--- config.mk ---
export PLATFORM = sky130hd
export DESIGN_NAME = serial_robot_command_decoder_unit
export DESIGN_NICKNAME = d
export VERILOG_FILES = /design/src/rtl/srcd_pkg.sv /design/src/rtl/srcd_front.sv /design/src/rtl/srcd_queue.sv /design/src/rtl/srcd_back.sv /design/src/rtl/serial_robot_command_decoder_unit.sv
export SDC_FILE = /design/constraint.sdc
export NUM_CORES = 1
export LEC_CHECK = 0
export BUFFER_PORTS_ARGS = -buffer_cell sky130_fd_sc_hd__buf_2
export CAP_MARGIN = 0
export CORE_MARGIN = 4
export CORE_UTILIZATION = 50
export CTS_BUF_LIST = sky130_fd_sc_hd__clkbuf_2 sky130_fd_sc_hd__clkbuf_4 sky130_fd_sc_hd__clkbuf_8
export DETAILED_ROUTE_END_ITERATION = 8
export GPL_ROUTABILITY_DRIVEN = 0
export GPL_TIMING_DRIVEN = 0
export PLACE_DENSITY = 0.68
export RECOVER_POWER = 100
export SYNTH_ARGS = -nofsm -noshare
export SYNTH_HDL_FRONTEND = slang
export SYNTH_SLANG_ARGS = --single-unit
--- constraint.sdc ---
create_clock -name clk -period 8.1 [get_ports clk]
set_clock_uncertainty 0.2 [all_clocks]
set_input_delay 0.81 -clock clk [delete_from_list [all_inputs] [get_ports clk]]
set_output_delay 0.81 -clock clk [all_outputs]
set_load 0.02 [all_outputs]
--- src/rtl/srcd_pkg.sv ---
package srcd_pkg;

    // Job kinds passed from the decoder to the executor
    localparam logic [1:0] KIND_EMIT  = 2'd0;
    localparam logic [1:0] KIND_DUMP  = 2'd1;
    localparam logic [1:0] KIND_WRITE = 2'd2;

    // Result actions
    localparam logic [3:0] ACT_TX        = 4'd0;
    localparam logic [3:0] ACT_DIRECTION = 4'd1;
    localparam logic [3:0] ACT_SPEEDS    = 4'd2;
    localparam logic [3:0] ACT_BUZZER    = 4'd3;
    localparam logic [3:0] ACT_SERVO     = 4'd8;
    localparam logic [3:0] ACT_LCD       = 4'd9;

    // Open argument sequences
    localparam logic [3:0] PEND_NONE      = 4'd0;
    localparam logic [3:0] PEND_VELOCITY  = 4'd1;
    localparam logic [3:0] PEND_FORWARD   = 4'd2;
    localparam logic [3:0] PEND_BACK      = 4'd3;
    localparam logic [3:0] PEND_ROT_RIGHT = 4'd4;
    localparam logic [3:0] PEND_ROT_LEFT  = 4'd5;
    localparam logic [3:0] PEND_SERVO1    = 4'd6;
    localparam logic [3:0] PEND_SERVO2    = 4'd7;
    localparam logic [3:0] PEND_SERVO3    = 4'd8;
    localparam logic [3:0] PEND_LCD       = 4'd9;

    // Offsets from sequence code to action / servo number
    localparam logic [3:0] PEND_TO_MOVE_ACT = 4'd2;
    localparam logic [3:0] PEND_TO_SERVO    = 4'd5;

    // Command bytes
    localparam logic [7:0] CMD_FORWARD    = 8'h38;
    localparam logic [7:0] CMD_BACK       = 8'h32;
    localparam logic [7:0] CMD_RIGHT      = 8'h34;
    localparam logic [7:0] CMD_LEFT       = 8'h36;
    localparam logic [7:0] CMD_STOP       = 8'h35;
    localparam logic [7:0] CMD_BUZZ_ON    = 8'h37;
    localparam logic [7:0] CMD_BUZZ_OFF   = 8'h39;
    localparam logic [7:0] CMD_FULL_SPEED = 8'h53;
    localparam logic [7:0] CMD_IDENTITY   = 8'h6B;
    localparam logic [7:0] CMD_LEFT_LO    = 8'h72;
    localparam logic [7:0] CMD_LEFT_HI    = 8'h73;
    localparam logic [7:0] CMD_RIGHT_LO   = 8'h79;
    localparam logic [7:0] CMD_RIGHT_HI   = 8'h7A;
    localparam logic [7:0] CMD_SENSORS    = 8'h54;
    localparam logic [7:0] CMD_VELOCITY   = 8'h52;
    localparam logic [7:0] CMD_MOVE_FWD   = 8'h55;
    localparam logic [7:0] CMD_MOVE_BACK  = 8'h56;
    localparam logic [7:0] CMD_ROT_RIGHT  = 8'h57;
    localparam logic [7:0] CMD_ROT_LEFT   = 8'h58;
    localparam logic [7:0] CMD_SERVO1     = 8'h80;
    localparam logic [7:0] CMD_SERVO2     = 8'h81;
    localparam logic [7:0] CMD_SERVO3     = 8'h82;
    localparam logic [7:0] CMD_LCD        = 8'h83;

    // Direction nibbles
    localparam logic [7:0] DIR_FORWARD = 8'h06;
    localparam logic [7:0] DIR_BACK    = 8'h09;
    localparam logic [7:0] DIR_RIGHT   = 8'h0A;
    localparam logic [7:0] DIR_LEFT    = 8'h05;
    localparam logic [7:0] DIR_STOP    = 8'h00;

    localparam logic [7:0] FULL_SPEED   = 8'd255;
    localparam logic [7:0] FRAME_START  = 8'h59;
    localparam logic [7:0] FRAME_END    = 8'h5A;
    localparam logic [7:0] IDENTITY_RST = 8'd5;

    localparam int QUEUE_DEPTH = 4;
    localparam int QPTR_W      = 2;

    typedef struct packed {
        logic [1:0]  kind;
        logic [3:0]  action;
        logic [7:0]  arg_a;
        logic [7:0]  arg_b;
        logic [7:0]  arg_c;
        logic [15:0] amount;
    } job_t;

    typedef struct packed {
        logic full;
        logic empty;
    } q_status_t;

endpackage

--- src/rtl/srcd_front.sv ---
module srcd_front
(
    input  logic                 clk,
    input  logic                 rst_n,
    input  logic                 in_valid,
    output logic                 in_stall,
    input  logic                 operation,
    input  logic [7:0]           rx_byte,
    input  logic [4:0]           sensor_slot,
    input  logic [7:0]           sensor_reading,
    input  logic [15:0]          left_pulses,
    input  logic [15:0]          right_pulses,
    input  logic                 cfg_valid,
    input  logic [7:0]           cfg_data,
    input  srcd_pkg::q_status_t  q_status,
    output logic                 push,
    output srcd_pkg::job_t       job
);

    logic [7:0]  identity_reg;
    logic [3:0]  pending_reg,  pending_next;
    logic [1:0]  pos_reg,      pos_next;
    logic [7:0]  first_reg,    first_next;
    logic [7:0]  second_reg,   second_next;
    logic [15:0] left_lat_reg, left_lat_next;
    logic [15:0] right_lat_reg, right_lat_next;
    logic        accept;

    assign in_stall = q_status.full;
    assign accept   = in_valid && !q_status.full;

    always_ff @(posedge clk or negedge rst_n)
    begin
        if (!rst_n)
        begin
            identity_reg  <= srcd_pkg::IDENTITY_RST;
            pending_reg   <= srcd_pkg::PEND_NONE;
            pos_reg       <= 2'd0;
            first_reg     <= 8'd0;
            second_reg    <= 8'd0;
            left_lat_reg  <= 16'd0;
            right_lat_reg <= 16'd0;
        end
        else
        begin
            if (cfg_valid)
            begin
                identity_reg <= cfg_data;
            end
            pending_reg   <= pending_next;
            pos_reg       <= pos_next;
            first_reg     <= first_next;
            second_reg    <= second_next;
            left_lat_reg  <= left_lat_next;
            right_lat_reg <= right_lat_next;
        end
    end

    always_comb
    begin
        pending_next   = pending_reg;
        pos_next       = pos_reg;
        first_next     = first_reg;
        second_next    = second_reg;
        left_lat_next  = left_lat_reg;
        right_lat_next = right_lat_reg;
        push           = 1'b0;
        job            = '0;
        job.kind       = srcd_pkg::KIND_EMIT;
        if (accept)
        begin
            if (operation)
            begin
                push       = 1'b1;
                job.kind   = srcd_pkg::KIND_WRITE;
                job.arg_a  = sensor_reading;
                job.arg_b  = {3'b000, sensor_slot};
            end
            else if (pending_reg != srcd_pkg::PEND_NONE)
            begin
                case (pending_reg)
                    srcd_pkg::PEND_VELOCITY, srcd_pkg::PEND_FORWARD,
                    srcd_pkg::PEND_BACK, srcd_pkg::PEND_ROT_RIGHT,
                    srcd_pkg::PEND_ROT_LEFT:
                    begin
                        if (pos_reg == 2'd0)
                        begin
                            first_next = rx_byte;
                            pos_next   = 2'd1;
                        end
                        else
                        begin
                            pending_next = srcd_pkg::PEND_NONE;
                            pos_next     = 2'd0;
                            push         = 1'b1;
                            if (pending_reg == srcd_pkg::PEND_VELOCITY)
                            begin
                                job.action = srcd_pkg::ACT_SPEEDS;
                                job.arg_a  = first_reg;
                                job.arg_b  = rx_byte;
                            end
                            else
                            begin
                                job.action = pending_reg + srcd_pkg::PEND_TO_MOVE_ACT;
                                // first * 255 + second
                                job.amount = {first_reg, 8'h00} - {8'h00, first_reg}
                                             + {8'h00, rx_byte};
                            end
                        end
                    end
                    srcd_pkg::PEND_SERVO1, srcd_pkg::PEND_SERVO2,
                    srcd_pkg::PEND_SERVO3:
                    begin
                        pending_next = srcd_pkg::PEND_NONE;
                        pos_next     = 2'd0;
                        push         = 1'b1;
                        job.action   = srcd_pkg::ACT_SERVO;
                        job.arg_a    = {4'h0, pending_reg - srcd_pkg::PEND_TO_SERVO};
                        job.arg_b    = rx_byte;
                    end
                    srcd_pkg::PEND_LCD:
                    begin
                        if (pos_reg == 2'd0)
                        begin
                            first_next = rx_byte;
                            pos_next   = 2'd1;
                        end
                        else if (pos_reg == 2'd1)
                        begin
                            second_next = rx_byte;
                            pos_next    = 2'd2;
                        end
                        else
                        begin
                            pending_next = srcd_pkg::PEND_NONE;
                            pos_next     = 2'd0;
                            push         = 1'b1;
                            job.action   = srcd_pkg::ACT_LCD;
                            job.arg_a    = first_reg;
                            job.arg_b    = second_reg;
                            job.arg_c    = rx_byte;
                        end
                    end
                    default:
                    begin
                        pending_next = srcd_pkg::PEND_NONE;
                        pos_next     = 2'd0;
                    end
                endcase
            end
            else
            begin
                case (rx_byte)
                    srcd_pkg::CMD_FORWARD:
                    begin
                        push = 1'b1; job.action = srcd_pkg::ACT_DIRECTION;
                        job.arg_a = srcd_pkg::DIR_FORWARD;
                    end
                    srcd_pkg::CMD_BACK:
                    begin
                        push = 1'b1; job.action = srcd_pkg::ACT_DIRECTION;
                        job.arg_a = srcd_pkg::DIR_BACK;
                    end
                    srcd_pkg::CMD_RIGHT:
                    begin
                        push = 1'b1; job.action = srcd_pkg::ACT_DIRECTION;
                        job.arg_a = srcd_pkg::DIR_RIGHT;
                    end
                    srcd_pkg::CMD_LEFT:
                    begin
                        push = 1'b1; job.action = srcd_pkg::ACT_DIRECTION;
                        job.arg_a = srcd_pkg::DIR_LEFT;
                    end
                    srcd_pkg::CMD_STOP:
                    begin
                        push = 1'b1; job.action = srcd_pkg::ACT_DIRECTION;
                        job.arg_a = srcd_pkg::DIR_STOP;
                    end
                    srcd_pkg::CMD_BUZZ_ON:
                    begin
                        push = 1'b1; job.action = srcd_pkg::ACT_BUZZER;
                        job.arg_a = 8'd1;
                    end
                    srcd_pkg::CMD_BUZZ_OFF:
                    begin
                        push = 1'b1; job.action = srcd_pkg::ACT_BUZZER;
                    end
                    srcd_pkg::CMD_FULL_SPEED:
                    begin
                        push = 1'b1; job.action = srcd_pkg::ACT_SPEEDS;
                        job.arg_a = srcd_pkg::FULL_SPEED;
                        job.arg_b = srcd_pkg::FULL_SPEED;
                    end
                    srcd_pkg::CMD_IDENTITY:
                    begin
                        push = 1'b1; job.action = srcd_pkg::ACT_TX;
                        job.arg_a = identity_reg;
                    end
                    srcd_pkg::CMD_LEFT_LO:
                    begin
                        left_lat_next = left_pulses;
                        push = 1'b1; job.action = srcd_pkg::ACT_TX;
                        job.arg_a = left_pulses[7:0];
                    end
                    srcd_pkg::CMD_LEFT_HI:
                    begin
                        push = 1'b1; job.action = srcd_pkg::ACT_TX;
                        job.arg_a = left_lat_reg[15:8];
                    end
                    srcd_pkg::CMD_RIGHT_LO:
                    begin
                        right_lat_next = right_pulses;
                        push = 1'b1; job.action = srcd_pkg::ACT_TX;
                        job.arg_a = right_pulses[7:0];
                    end
                    srcd_pkg::CMD_RIGHT_HI:
                    begin
                        push = 1'b1; job.action = srcd_pkg::ACT_TX;
                        job.arg_a = right_lat_reg[15:8];
                    end
                    srcd_pkg::CMD_SENSORS:
                    begin
                        push = 1'b1; job.kind = srcd_pkg::KIND_DUMP;
                    end
                    srcd_pkg::CMD_VELOCITY:
                    begin
                        pending_next = srcd_pkg::PEND_VELOCITY; pos_next = 2'd0;
                    end
                    srcd_pkg::CMD_MOVE_FWD:
                    begin
                        pending_next = srcd_pkg::PEND_FORWARD; pos_next = 2'd0;
                    end
                    srcd_pkg::CMD_MOVE_BACK:
                    begin
                        pending_next = srcd_pkg::PEND_BACK; pos_next = 2'd0;
                    end
                    srcd_pkg::CMD_ROT_RIGHT:
                    begin
                        pending_next = srcd_pkg::PEND_ROT_RIGHT; pos_next = 2'd0;
                    end
                    srcd_pkg::CMD_ROT_LEFT:
                    begin
                        pending_next = srcd_pkg::PEND_ROT_LEFT; pos_next = 2'd0;
                    end
                    srcd_pkg::CMD_SERVO1:
                    begin
                        pending_next = srcd_pkg::PEND_SERVO1; pos_next = 2'd0;
                    end
                    srcd_pkg::CMD_SERVO2:
                    begin
                        pending_next = srcd_pkg::PEND_SERVO2; pos_next = 2'd0;
                    end
                    srcd_pkg::CMD_SERVO3:
                    begin
                        pending_next = srcd_pkg::PEND_SERVO3; pos_next = 2'd0;
                    end
                    srcd_pkg::CMD_LCD:
                    begin
                        pending_next = srcd_pkg::PEND_LCD; pos_next = 2'd0;
                    end
                    default:
                    begin
                        push = 1'b0;
                    end
                endcase
            end
        end
    end

endmodule

--- src/rtl/srcd_queue.sv ---
module srcd_queue
(
    input  logic                 clk,
    input  logic                 rst_n,
    input  logic                 push,
    input  srcd_pkg::job_t       push_job,
    input  logic                 pop,
    output srcd_pkg::job_t       head_job,
    output srcd_pkg::q_status_t  q_status
);

    srcd_pkg::job_t              slot_reg [srcd_pkg::QUEUE_DEPTH];
    logic [srcd_pkg::QPTR_W-1:0] wr_ptr_reg;
    logic [srcd_pkg::QPTR_W-1:0] rd_ptr_reg;
    logic [srcd_pkg::QPTR_W:0]   count_reg;
    logic                        do_push;
    logic                        do_pop;

    assign q_status.full  = (count_reg == (srcd_pkg::QPTR_W + 1)'(srcd_pkg::QUEUE_DEPTH));
    assign q_status.empty = (count_reg == '0);
    assign do_push        = push && !q_status.full;
    assign do_pop         = pop && !q_status.empty;
    assign head_job       = slot_reg[rd_ptr_reg];

    always_ff @(posedge clk)
    begin
        if (do_push)
        begin
            slot_reg[wr_ptr_reg] <= push_job;
        end
    end

    always_ff @(posedge clk or negedge rst_n)
    begin
        if (!rst_n)
        begin
            wr_ptr_reg <= '0;
            rd_ptr_reg <= '0;
            count_reg  <= '0;
        end
        else
        begin
            if (do_push)
            begin
                wr_ptr_reg <= wr_ptr_reg + 1'b1;
            end
            if (do_pop)
            begin
                rd_ptr_reg <= rd_ptr_reg + 1'b1;
            end
            case ({do_push, do_pop})
                2'b10:   count_reg <= count_reg + 1'b1;
                2'b01:   count_reg <= count_reg - 1'b1;
                default: count_reg <= count_reg;
            endcase
        end
    end

endmodule

--- src/rtl/srcd_back.sv ---
module srcd_back
#(
    parameter int SENSOR_COUNT = 17
)
(
    input  logic                 clk,
    input  logic                 rst_n,
    input  srcd_pkg::job_t       head_job,
    input  srcd_pkg::q_status_t  q_status,
    output logic                 pop,
    output logic                 out_valid,
    input  logic                 out_stall,
    output logic [3:0]           action,
    output logic [7:0]           arg_a,
    output logic [7:0]           arg_b,
    output logic [7:0]           arg_c,
    output logic [15:0]          amount,
    output logic                 last
);

    localparam int CW = $clog2(SENSOR_COUNT + 2);
    localparam int IW = (SENSOR_COUNT > 1) ? $clog2(SENSOR_COUNT) : 1;

    localparam logic ST_IDLE = 1'b0;
    localparam logic ST_DUMP = 1'b1;

    logic [7:0]    table_reg [SENSOR_COUNT];
    logic          state_reg, state_next;
    logic [CW-1:0] cnt_reg,   cnt_next;
    logic          out_valid_reg;
    logic [3:0]    action_reg;
    logic [7:0]    arg_a_reg;
    logic [7:0]    arg_b_reg;
    logic [7:0]    arg_c_reg;
    logic [15:0]   amount_reg;
    logic          last_reg;

    logic          room;
    logic          load;
    logic [3:0]    action_next;
    logic [7:0]    arg_a_next;
    logic [7:0]    arg_b_next;
    logic [7:0]    arg_c_next;
    logic [15:0]   amount_next;
    logic          last_next;
    logic          tbl_we;
    logic [IW-1:0] rd_idx;
    logic [IW-1:0] wr_idx;
    logic          slot_ok;

    assign room    = !out_valid_reg || !out_stall;
    assign rd_idx  = IW'(cnt_reg - CW'(1));
    assign wr_idx  = head_job.arg_b[IW-1:0];
    assign slot_ok = ({1'b0, head_job.arg_b} < 9'(SENSOR_COUNT));

    always_comb
    begin
        state_next  = state_reg;
        cnt_next    = cnt_reg;
        pop         = 1'b0;
        load        = 1'b0;
        tbl_we      = 1'b0;
        action_next = srcd_pkg::ACT_TX;
        arg_a_next  = 8'd0;
        arg_b_next  = 8'd0;
        arg_c_next  = 8'd0;
        amount_next = 16'd0;
        last_next   = 1'b0;
        case (state_reg)
            ST_IDLE:
            begin
                if (!q_status.empty)
                begin
                    case (head_job.kind)
                        srcd_pkg::KIND_WRITE:
                        begin
                            // table writes never wait on the output side
                            pop    = 1'b1;
                            tbl_we = slot_ok;
                        end
                        srcd_pkg::KIND_DUMP:
                        begin
                            if (room)
                            begin
                                load       = 1'b1;
                                arg_a_next = srcd_pkg::FRAME_START;
                                cnt_next   = CW'(1);
                                state_next = ST_DUMP;
                            end
                        end
                        default:
                        begin
                            if (room)
                            begin
                                pop         = 1'b1;
                                load        = 1'b1;
                                action_next = head_job.action;
                                arg_a_next  = head_job.arg_a;
                                arg_b_next  = head_job.arg_b;
                                arg_c_next  = head_job.arg_c;
                                amount_next = head_job.amount;
                                last_next   = 1'b1;
                            end
                        end
                    endcase
                end
            end
            ST_DUMP:
            begin
                if (room)
                begin
                    load = 1'b1;
                    if (cnt_reg == CW'(SENSOR_COUNT + 1))
                    begin
                        // closing frame byte ends the dump
                        arg_a_next = srcd_pkg::FRAME_END;
                        last_next  = 1'b1;
                        pop        = 1'b1;
                        cnt_next   = '0;
                        state_next = ST_IDLE;
                    end
                    else
                    begin
                        arg_a_next = table_reg[rd_idx];
                        cnt_next   = cnt_reg + CW'(1);
                    end
                end
            end
            default:
            begin
                state_next = ST_IDLE;
            end
        endcase
    end

    always_ff @(posedge clk or negedge rst_n)
    begin
        if (!rst_n)
        begin
            for (int i = 0; i < SENSOR_COUNT; i++)
            begin
                table_reg[i] <= 8'd0;
            end
            state_reg     <= ST_IDLE;
            cnt_reg       <= '0;
            out_valid_reg <= 1'b0;
        end
        else
        begin
            if (tbl_we)
            begin
                table_reg[wr_idx] <= head_job.arg_a;
            end
            state_reg <= state_next;
            cnt_reg   <= cnt_next;
            if (room)
            begin
                out_valid_reg <= load;
            end
        end
    end

    always_ff @(posedge clk)
    begin
        if (load)
        begin
            action_reg <= action_next;
            arg_a_reg  <= arg_a_next;
            arg_b_reg  <= arg_b_next;
            arg_c_reg  <= arg_c_next;
            amount_reg <= amount_next;
            last_reg   <= last_next;
        end
    end

    assign out_valid = out_valid_reg;
    assign action    = action_reg;
    assign arg_a     = arg_a_reg;
    assign arg_b     = arg_b_reg;
    assign arg_c     = arg_c_reg;
    assign amount    = amount_reg;
    assign last      = last_reg;

endmodule

--- src/rtl/serial_robot_command_decoder_unit.sv ---
// Path: a single-result command passes the job queue, then the output register.
// Throughput: one request per cycle into a four-entry job queue while in_stall is low;
// with output room the executor drains one single-result job or table write per cycle,
// and a sensor dump holds it for SENSOR_COUNT + 2 bytes (19 by default), one per cycle.
// Reset: asynchronous, clears sequence state, latched counts and the sensor table at once,
// and sets the identity byte to 5; no clearing pass.
module serial_robot_command_decoder_unit
#(
    parameter int SENSOR_COUNT = 17
)
(
    input  logic        clk,
    input  logic        rst_n,
    input  logic        in_valid,
    output logic        in_stall,
    input  logic        operation,
    input  logic [7:0]  rx_byte,
    input  logic [4:0]  sensor_slot,
    input  logic [7:0]  sensor_reading,
    input  logic [15:0] left_pulses,
    input  logic [15:0] right_pulses,
    output logic        out_valid,
    input  logic        out_stall,
    output logic [3:0]  action,
    output logic [7:0]  arg_a,
    output logic [7:0]  arg_b,
    output logic [7:0]  arg_c,
    output logic [15:0] amount,
    output logic        last,
    input  logic        cfg_valid,
    output logic        cfg_ready,
    input  logic [7:0]  cfg_data
);

    srcd_pkg::job_t      push_job;
    srcd_pkg::job_t      head_job;
    srcd_pkg::q_status_t q_status;
    logic                push;
    logic                pop;

    assign cfg_ready = 1'b1;

    srcd_front u_front
    (
        .clk            (clk),
        .rst_n          (rst_n),
        .in_valid       (in_valid),
        .in_stall       (in_stall),
        .operation      (operation),
        .rx_byte        (rx_byte),
        .sensor_slot    (sensor_slot),
        .sensor_reading (sensor_reading),
        .left_pulses    (left_pulses),
        .right_pulses   (right_pulses),
        .cfg_valid      (cfg_valid),
        .cfg_data       (cfg_data),
        .q_status       (q_status),
        .push           (push),
        .job            (push_job)
    );

    srcd_queue u_queue
    (
        .clk      (clk),
        .rst_n    (rst_n),
        .push     (push),
        .push_job (push_job),
        .pop      (pop),
        .head_job (head_job),
        .q_status (q_status)
    );

    srcd_back #(.SENSOR_COUNT(SENSOR_COUNT)) u_back
    (
        .clk       (clk),
        .rst_n     (rst_n),
        .head_job  (head_job),
        .q_status  (q_status),
        .pop       (pop),
        .out_valid (out_valid),
        .out_stall (out_stall),
        .action    (action),
        .arg_a     (arg_a),
        .arg_b     (arg_b),
        .arg_c     (arg_c),
        .amount    (amount),
        .last      (last)
    );

endmodule
==> flow_metrics.py <==
metrics = {
    "die": {
        "coreArea_um2": 37800,
        "rows": 71,
        "die_x_um": 204,
        "die_h_um": 204,
        "initial_core_util_pct": 50.8,
        "pin_count": 115,
        "die-area_um2": 41700,
    },
    "sta": {
        "rsz0062_at_grt": "no",
        "maxSlewViolCount": 178,
        "finalHoldViolCount": 0,
        "worst_pin_slew_ns": 4.59,
        "tns_ns": 0,
        "max_freq_ghz": 0.161,
        "setup_violations": 0,
        "period_share_pct": 76.9,
        "relSlewSlack_pct": -206,
        "min_period_ns": 6.23,
    },
    "synth": {
        "synth_nets": 1387,
        "yosys_warnings": 0,
        "synth_top_family_by_area": "multiplexers",
        "synth_xor_area_share_pct": 1.00,
        "syn_area_per_cell_um2": 14.9,
        "syn_inst": 1294,
        "yosys_most_used_dff": "edfxtp_1",
        "syn_area_um2": 19200,
        "synth-simple-area-share_pct": 7.89,
        "synth_edf_count": 229,
        "synthMuxAreaShare_pct": 20.3,
        "synth_fa_ha_area_share_pct": 1.77,
        "synth_compound_area_share_pct": 5.94,
        "seq_area_frac_synth_pct": 61.2,
        "ys_seq_elements": 425,
        "synth.distinct_cells": 71,
        "synth-async-reset-ratio_pct": 46.1,
    },
    "global_route": {
        "met2_usage_pct": 33.0,
        "grt_pass1_vias": 12400,
        "antenna_found_initial": 0,
        "overflow": 0,
        "grt_use_met3_pct": 4.60,
        "track_usage_pct": 22.0,
        "grt_pass1_wl_um": 70900,
        "grt-busiest-layer": "met1",
        "grt_start_max_net_pins": 112,
        "gr-usage-met1_pct": 33.2,
    },
    "cts": {
        "cts_buffer_depth": 3,
        "clock-sinks": 425,
        "cts_tree": "yes",
        "clk_pin_slew_ns": 0.06,
        "cts_buffers": 72,
        "cts.repair.resized": 0,
        "cts_root_buf": "clkbuf_8",
        "clock_latency_ns": 0.62,
        "post_cts_buffers": 0,
        "hold_buffers": 0,
        "htreeDepth": 3,
    },
    "final_layout": {
        "finalCoreUtilization_pct": 58.1,
        "final_common_cell": "edfxtp_1",
        "nets": 1579,
        "largest_register_ff_count": 184,
        "n_antenna_cell": 0,
        "syn_to_final_growth_pct": 14.2,
        "nFillCells": 3102,
        "final_layout_size_suffix_gt1_share_pct": 29.9,
        "final_cell_mix": "229 x edfxtp_1, 194 x dfrtp_1, 172 x mux2_2, 106 x clkbuf_1, 80 x clkbuf_8",
    },
    "worst_setup_path": {
        "arrival_ns": 6.21,
        "r2r-start": "u_queue.rd_ptr_reg[1]",
        "end_kind": "flip-flop",
        "critical_path_class": "input port to flip-flop",
        "worstPathMaxFanout": 31,
        "critPathTopFamily": "simple AND/OR/NAND/NOR gates",
        "worst-path-buf-inv": 4,
        "required_ns": 8.08,
        "startpoint": "rx_byte[4]",
        "cp_cell_sequence": "clkbuf_1, clkbuf_1, nor4bb_1, clkbuf_1, and2_0, a22o_1, nor4_1, nor4_1, and2_0, clkbuf_1",
        "slowest_delay_ns": 1.50,
        "worst_path_max_delay_cell": "clkbuf_1",
        "start_kind": "input port",
        "crit_top_cell": "clkbuf_1",
    },
    "run_status": {
        "violations": "capacitance limit, slew limit",
        "outcome": "finished with violations",
    },
    "detailed_routing": {
        "via_per_inst": 5.85,
        "wirelength_um": 45100,
        "drt_drc_violations_left": 0,
        "via_count": 12000,
        "first_pass_iters": 5,
        "drtIter0Drc": 968,
        "wl_per_cell_um": 21.9,
        "ant_nets": 0,
    },
    "power_and_ir_drop": {
        "peakVddDrop_mv": 0.146,
        "p_leak_uw": 0.00886,
        "power_density_nw_per_um2": 338,
    },
    "place": {
        "dp_hpwl_um": 31500,
        "portBuffers": 112,
    },
    "min_path": {
        "min_path_type": "input port to async pin",
    },
    "run": {
        "drv_cap": 5,
    },
}
==> metal layers <==
layer | routed length, um | vias to the layer above
li1 | - | 5361
met5 | 0 | -
met2 | 20300 | 483
met4 | 1040 | 0
met3 | 3430 | 85
met1 | 20300 | 6089
==> report_power, final <==
| part | switching (uW) | internal, uW | total (uW) |
|---|---|---|---|
| logic | 1560 | 906 | 2460 |
| clock network | 856 | 1160 | 2020 |
| registers | 171 | 2780 | 2950 |
| total | 2580 | 4840 | 7430 |
==> logic make-up after synthesis <==
logic type                 Yosys count
other                                1
AOI/OAI and AO/OA                  178
adders and majority gates           26
and+or+nand+nor                    280
buffers and inverters               91
DFF                                425
xor gates and xnor gates            22
muxes                              271
==> synthesized netlist by cell type, drive strengths merged (5+ instances only) <==
cell | instances | area [um^2]
ha | 24 | 300
xor2 | 8 | 70.1
or3 | 9 | 56.3
nor2b | 47 | 294
nor2 | 50 | 188
o21a | 6 | 45.0
mux4 | 78 | 1760
nand3 | 29 | 150
and2 | 15 | 93.8
buf | 13 | 61.3
a31oi | 6 | 37.5
a221oi | 6 | 52.6
nor4 | 7 | 50.1
mux2i | 18 | 180
nor3b | 8 | 65.1
o31ai | 5 | 37.5
xnor2 | 14 | 123
nand2 | 64 | 250
o21ai | 46 | 230
a211oi | 9 | 67.6
nor3 | 19 | 95.1
o221ai | 7 | 61.3
dfrtp | 194 | 4850
a21oi | 44 | 220
a22oi | 19 | 143
inv | 28 | 105
edfxtp | 229 | 6880
mux2 | 175 | 1970
clkbuf | 50 | 188
==> stage by stage <==
step	instances	instance area [um^2]	total power [uW]	setup WS [ns]	hold slack, ns
6_report	2055	22000	7430	1.87	0.0833
2_1_floorplan	1294	19200	4690	1.90	0.250
3_5_place_dp	1923	20600	5500	3.22	0.276
3_3_place_gp	1917	20400	5430	0.0812	0.268
4_1_cts	2055	22100	7530	3.21	0.0949
5_1_grt	2055	22000	7830	1.44	0.121
==> final timing paths <==
check	endpoint	slack, ns	cells after the start
setup reg to reg	u_back.table_reg[102]	2.06	10
max in group asynchronous	u_back.table_reg[28]	2.74	2
setup / recovery	u_queue.slot_reg[3][22]	1.87	10
min in group clk	u_front.right_lat_reg[11]	0.23	2
hold / removal	u_queue.count_reg[0]	0.08	1
hold reg to reg	u_front.second_reg[3]	0.29	2
==> cell type report <==
cell class,instances,area [um^2],area share (%)
clock inverters,20,194,0.883
flip-flops and latches,425,11800,53.6
plain buffers,63,245,1.12
repair buffers,118,596,2.71
well taps,511,639,2.91
clock buffers,112,1340,6.10
multi-input cells,778,7070,32.2
inverters,28,105,0.478
Power figures use the tool's default switching activity.
